<file path="src/hdl/assert_macros.svh">
// Assertion helpers shared by the RTL files.
`ifndef ASSERT_MACROS_SVH
`define ASSERT_MACROS_SVH

// Condition must hold at every rising clock edge outside reset.
`define URH_ASSERT_ALWAYS(label, clk, rst_n, expr, msg) \
    label: assert property (@(posedge clk) disable iff (!rst_n) (expr)) \
        else $error(msg);

// Antecedent in this cycle implies consequent in the next cycle.
`define URH_ASSERT_NEXT(label, clk, rst_n, ante, cons, msg) \
    label: assert property (@(posedge clk) disable iff (!rst_n) (ante) |=> (cons)) \
        else $error(msg);

`endif

</file>
<file path="src/hdl/urh_pkg.sv">
package urh_pkg;

    localparam int HISTORY_DEPTH_DEF = 128;
    localparam int VALUE_WIDTH_DEF   = 32;

    localparam int OP_W    = 2;
    localparam int ST_W    = 2;
    localparam int DATA_W  = 32;
    localparam int DEPTH_W = 8;

    typedef logic [OP_W-1:0] op_t;
    localparam op_t OP_EDIT = 2'd0;
    localparam op_t OP_UNDO = 2'd1;
    localparam op_t OP_REDO = 2'd2;

    typedef logic [ST_W-1:0] status_t;
    localparam status_t ST_OK      = 2'd0;
    localparam status_t ST_NO_UNDO = 2'd1;
    localparam status_t ST_NO_REDO = 2'd2;
    localparam status_t ST_FULL    = 2'd3;

    // per-cycle command to one stack
    typedef struct packed {
        logic push;
        logic pop;
        logic clear;
    } stk_cmd_t;

    // one result transaction, first field highest
    typedef struct packed {
        logic [DEPTH_W-1:0] redo_depth;
        logic [DEPTH_W-1:0] undo_depth;
        status_t            status;
        logic [DATA_W-1:0]  current_value;
    } result_t;

endpackage

</file>
<file path="src/hdl/urh_outq.sv">
`include "assert_macros.svh"

// Two-entry result queue between the history logic and the master port.
module urh_outq
    import urh_pkg::*;
(
    input  logic    clk,
    input  logic    rst_n,
    input  logic    in_valid,
    output logic    in_ready,
    input  result_t in_data,
    output logic    out_valid,
    input  logic    out_ready,
    output result_t out_data
);

    localparam int QUEUE_DEPTH = 2;

    result_t    q_reg [QUEUE_DEPTH];
    logic       wr_ptr_reg;
    logic       rd_ptr_reg;
    logic [1:0] fill_reg;
    logic [1:0] fill_next;
    logic       push;
    logic       pop;

    assign in_ready  = (fill_reg != 2'(QUEUE_DEPTH));
    assign out_valid = (fill_reg != 2'd0);
    assign push      = in_valid && in_ready;
    assign pop       = out_valid && out_ready;
    assign out_data  = q_reg[rd_ptr_reg];

    always_comb
    begin
        fill_next = fill_reg;
        if (push && !pop)
        begin
            fill_next = fill_reg + 2'd1;
        end
        else if (pop && !push)
        begin
            fill_next = fill_reg - 2'd1;
        end
    end

    always_ff @(posedge clk)
    begin
        if (push)
        begin
            q_reg[wr_ptr_reg] <= in_data;
        end
    end

    always_ff @(posedge clk or negedge rst_n)
    begin
        if (!rst_n)
        begin
            wr_ptr_reg <= 1'b0;
            rd_ptr_reg <= 1'b0;
            fill_reg   <= 2'd0;
        end
        else
        begin
            if (push)
            begin
                wr_ptr_reg <= ~wr_ptr_reg;
            end
            if (pop)
            begin
                rd_ptr_reg <= ~rd_ptr_reg;
            end
            fill_reg <= fill_next;
        end
    end

    `URH_ASSERT_ALWAYS(a_fill_bound, clk, rst_n, fill_reg <= 2'(QUEUE_DEPTH), "queue overfilled")
    `URH_ASSERT_ALWAYS(a_no_drop, clk, rst_n, !(in_valid && !in_ready), "result offered while full")

endmodule

</file>
<file path="config.mk">
export PLATFORM = sky130hd
export DESIGN_NAME = urh_outq
export DESIGN_NICKNAME = d
export VERILOG_FILES = /design/src/hdl/urh_pkg.sv /design/src/hdl/urh_outq.sv
export VERILOG_INCLUDE_DIRS = /design/src /design/src/hdl
export SDC_FILE = /design/constraint.sdc
export NUM_CORES = 1
export LEC_CHECK = 0
export BUFFER_PORTS_ARGS = -buffer_cell sky130_fd_sc_hd__buf_2
export CAP_MARGIN = 15
export CORE_ASPECT_RATIO = 1.1
export CORE_MARGIN = 2
export CORE_UTILIZATION = 40
export CTS_CLUSTER_SIZE = 24
export DETAILED_ROUTE_END_ITERATION = 6
export PLACE_DENSITY = 0.74
export SKIP_CTS_REPAIR_TIMING = 1
export SYNTH_ARGS = -nofsm -noshare
export SYNTH_HDL_FRONTEND = slang
export SYNTH_SLANG_ARGS = --single-unit
export TNS_END_PERCENT = 1
</file>
<file path="constraint.sdc">
create_clock -name clk -period 3.4 [get_ports clk]
set_input_delay 0.68 -clock clk [delete_from_list [all_inputs] [get_ports clk]]
set_output_delay 0.68 -clock clk [all_outputs]
set_load 0.005 [all_outputs]
</file>
After elaboration in Yosys (flattened, before gate mapping)
Memory sizes are Yosys's and may differ from the RTL's.
Cells that the tools add are included.
{"block": "classes", "reduce_logical": 8, "n_eq_ne": 1, "bitwise_logic": 2, "n_addsub": 2, "n_mux": 4}
{"operator": "logical AND 1 bit", "count": 4}
{"operator": "two-way mux 2 bit", "count": 2}
{"operator": "nonzero test 2 bit", "count": 2}
{"operator": "adder 2 x 1 -> 2 bit, second input constant", "count": 1}
{"operator": "logical NOT 1 bit", "count": 2}
{"operator": "two-way mux 1 bit", "count": 2}
{"operator": "!= test 2 bit, second input constant", "count": 1}
{"operator": "NOT 1 bit", "count": 2}
{"operator": "subtractor 2 x 1 -> 2 bit, second input constant", "count": 1}
{"block": "totals", "memories": 1, "mem_bits_rw": 100, "ff_bits": 4, "in_bits": 54}
{"memory": "q_reg", "depth": 2, "width": 50, "read_ports": 1, "rd_clocked_by_memory_dff": 0, "write_ports": 1, "line_no": "urh_outq.sv:19", "source": "result_t q_reg [QUEUE_DEPTH];"}

Depth between registers and ports, before layout
{"block": "depth", "word_depth": 6, "mapped_depth": 7, "depth_no_buf": 7}

Least setup slack after synthesis
No wires, ideal clock.
{"block": "synth_path", "path_kind": "in2reg", "startpoint": "in in_valid", "endpoint": "mem q_reg[0][0] in the netlist's numbering (enable)", "path_buffers": 0, "t_required_ns": 2.942, "setup_slack_ns": 0.075, "t_arrival_ns": 2.867, "stages": 2, "setup_ns": 0.458, "path_cell_list": "nand2_1 > nor2_1"}
{"block": "synth_between", "elab_chain_len": 3}
{"element": "start, declared", "line_no": "urh_outq.sv:9", "source": "input logic in_valid,"}
{"element": "logical AND 1 bit", "line_no": "urh_outq.sv:29", "source": "assign push = in_valid && in_ready;"}
{"element": "two-way mux 1 bit", "line_no": "urh_outq.sv:48", "source": "if (push)"}
{"element": "two-way mux 1 bit (not written as such)", "line_no": "urh_outq.sv:50", "source": "q_reg[wr_ptr_reg] <= in_data;"}
{"element": "end, declared", "line_no": "urh_outq.sv:19"}
No other way between the ends.

==> flow_results.org <==
** Global routing
- Wire length of the first global-routing pass :: 9.363 mm
- Antenna violations before repair :: 0
- Global routing consumed, over all layers together, 11.66% of the routing resources.
- Pin count of the biggest net entering global routing :: 52
- Vias in the first global route :: 1954
- Overflow left after global routing :: 0

** Drt
- In the final routed layout, each cell accounts on average for 15.20 um.
- In the routed design, unresolved DRC markers number 0.
- Routed via count divided by cell count :: 4.641
- The detail route stage leaves a number of antenna-violating nets equal to 0.
- Via Count :: 1912
- First-pass iteration count of the detailed router :: 4
- Number of violations reported at the end of detailed-routing iteration 0 :: 34
- After detailed routing, the total wire length is 6.263 mm.

** Setup path
- Tracing the worst setup path back leads to its startpoint at rd_ptr_reg.
- The critical path runs through a total of 2 cells.
- Together, buffers and inverters on the worst path number 1.
- Family with the most delay on the worst path :: flip-flops
- Data arrives at the worst endpoint at 1960 ps.
- In this run the worst path has a maximum fanout of 51.
- Logic depth of the worst register-to-register path :: 3
- The worst register-to-register path begins at fill_reg[0].
- Worst Setup Start Kind :: register
- Traced cell by cell, the critical path runs through mux2_2 > buf_2.
- The worst setup path is of the reg2out kind.
- Critical-path top delay cell :: sky130_fd_sc_hd__dfrtp_4
- Critical path capture point type :: primary output
- Required time at the endpoint of the critical path :: 2720 ps
- Critical Path Max Stage Delay :: 1060 ps

** Logic synthesis
- Seq/Total Area, Yosys :: 76.52%
- Post-synthesis average cell area :: 23.31 um2
- In this run the biggest area consumer among cell types represents 74.05% of the synthesized area.
- Leading cell types by total area after synthesis :: sky130_fd_sc_hd__edfxtp_1 74%, sky130_fd_sc_hd__mux2_4 18%, sky130_fd_sc_hd__buf_12 2.5%
- Yosys printed 0 warnings.
- After technology mapping, the gate count stands at 174.
- Count of flip-flops with a built-in enable after synthesis :: 100
- Count of unique library cells instantiated by Yosys :: 15
- Counting every net in the synthesized netlist gives 229.
- Synth async-reset ratio :: 3.846%
- Flip-flop cell with the highest count after synthesis :: sky130_fd_sc_hd__edfxtp_1
- Flops & latches, synth :: 104
- The largest total area in the synthesized netlist belongs to sky130_fd_sc_hd__edfxtp_1.
- The synthesized netlist occupies a cell area of 0.004055 mm2.

** Place
- RePlAce Congestion :: 0.6955
- Summing all placed instances gives a cell area of 0.004667 mm2.
- Post-placement setup slack :: 1113 ps
- IO buf count :: 105
- HPWL after detailed placement :: 4.028 mm

** Flow run
- Number of max-cap violations :: 0

** Timing
- For the pin with the worst max-slew slack, the measured transition is 946.7 ps.
- Highest achievable clock rate :: 378.3 MHz
- The number of endpoints with negative hold slack in the final report came to 0.
- The clock period could shrink to 2643 ps.
- Setup repair after global routing left no endpoint under its margin.
- In this run the tightest slew margin relative to its limit is 36.89%.
- Number of endpoints failing setup at the final stage :: 0
- On the final layout, the worst clock skew is 8.317 ps.
- Fin. max-slew vios :: 0
- Total negative slack :: 0 ps
- The worst path meets setup with 756.9 ps of slack.
- The worst path uses 77.74% of the clock period.

** Layout
- FF+latch area :: 0.003107 mm2
- Area of all placed cells without fillers :: 0.004877 mm2
- Final Core Density :: 49.32%
- In the final design database the tool counted 342 nets.
- Summing all multi-input logic gate instances after layout gives 845.8 um2.
- Final-layout fill cell count :: 825
- The repair_antennas step left the layout with diodes totalling 0.
- Area added between synthesis and finish :: 20.27%
- Flip-flop count of the largest register after layout :: 100
- Share of cells above drive strength 1 :: 59.93%

** Floorplanning
- During I/O placement, the number of pins put on the boundary was 106.
- Die Y-Extent :: 109.6 um
- The region available for standard cell placement spans 0.009889 mm2.
- Once the floorplan was initialized, standard cells occupied 41.00% of the core.
- Number of rows created at floorplan :: 38
- Die footprint :: 0.01096 mm2
- Measured along the x axis, the die boundary spans 100 um.

** Power
- Of the total power, the clock network draws 20.2%.
- Power density over cell area :: 806.6 mW/mm2
- Peak supply drop :: 0.6216 mV
- Leakage dissipation :: 1.969 nW
- Share of power burned in combinational logic :: 29.1%
- Net Sw Power :: 0.001049 W
- Sequential fraction of design power :: 50.7%
- In this run switching power makes up 26.67% of total power.
- Power Internal :: 0.002885 W

** Clock tree
- In this run, CTS created clock tree buffers numbering 9.
- Longest Clk Path Bufs :: 2
- Counting every sink on the clock net gives 104.
- Clock Pin Slew Worst Setup and Hold Paths :: 80 ps
- The cell sitting at the root of the clock tree is a sky130_fd_sc_hd__clkbuf_8.
- Deepest level of the CTS H-tree :: 3
- Worst skew pair latency :: 360 ps
- TritonCTS built the clock tree.

** Min path
- The tightest min-delay check is of the in2async type.

** Run status
- Status :: finished, final reports clean
-- cells in the final DEF (no fill, tap or decap), drive strengths merged, types with 2 or more instances in the layout --
cell and n:
nand2 2, mux2 50, buf 108, bufinv 2, xnor2 3, dfrtp 4
clkbuf 9, edfxtp 100, nor2 2, clkinv 5, xor2 2
-- cells by family after synthesis --
family / after synthesis / share of synthesized area, %
adder cells (fa/ha/maj): 1 / 0.3085
buffers and inverters: 7 / 2.839
flip-flops: 104 / 76.52
AND/OR/NAND/NOR: 7 / 0.8335
multiplexers: 50 / 18.42
XOR/XNOR: 5 / 1.080
-- cell usage after synthesis, drive strengths merged, types with 2 or more instances --
master / n
mux2: 50
nand2: 2
xor2: 2
buf: 6
xnor2: 3
edfxtp: 100
nor2: 2
dfrtp: 4
-- per-layer routing --
layer,GRT usage [%],wire (um),part of all wire (%),up-vias
li1,-,-,-,901
met1,14.17,2725,44,940
met2,18.34,3046,49,65
met3,4.577,425,6.8,6
met4,5.577,66,1.1,0
met5,0,0,0,-
-- area by class of cell --
type	count	area share, %
clock buffers	9	2.540
clock inverters	7	1.770
inverters	1	0.07696
multi-input cells	63	17.34
flip-flops and latches	104	63.70
well taps	120	3.079
repair buffers	108	11.49
-- worst paths after layout --
| kind | end | slack (ps) |
|---|---|---|
| setup / recovery | out_data[42] | 760 |
| hold / removal | fill_reg[1] | 120 |
| setup reg to reg | q_reg[1][14] | 1590 |
| hold reg to reg | fill_reg[1] | 510 |
| max in group asynchronous | rd_ptr_reg | 3150 |
| min in group clk | q_reg[0][48] | 510 |
-- per-stage QoR --
step | instances | hold slack [ps] | power [W]
CTS | 412 | 91.74 | 0.004011
global route | 412 | 90.15 | 0.004164
detailed placement | 396 | 491.6 | 0.003206
global placement | 396 | 473.6 | 0.003176
floorplan | 174 | 384.4 | 0.002854
finish | 412 | 117.1 | 0.003934
-- power by group through the flow --
| stage | Clock, W | Sequential [W] | Combinational, W |
|---|---|---|---|
| detailed placement | 0 | 0.00204 | 0.00117 |
| CTS | 0.000831 | 0.00201 | 0.00117 |
| finish | 0.000795 | 0.00200 | 0.00114 |
| global route | 0.000879 | 0.00204 | 0.00125 |
| global placement | 0 | 0.00202 | 0.00116 |
| floorplan | 0 | 0.00186 | 0.000997 |
Note: power is estimated with default switching activity, not from simulation.
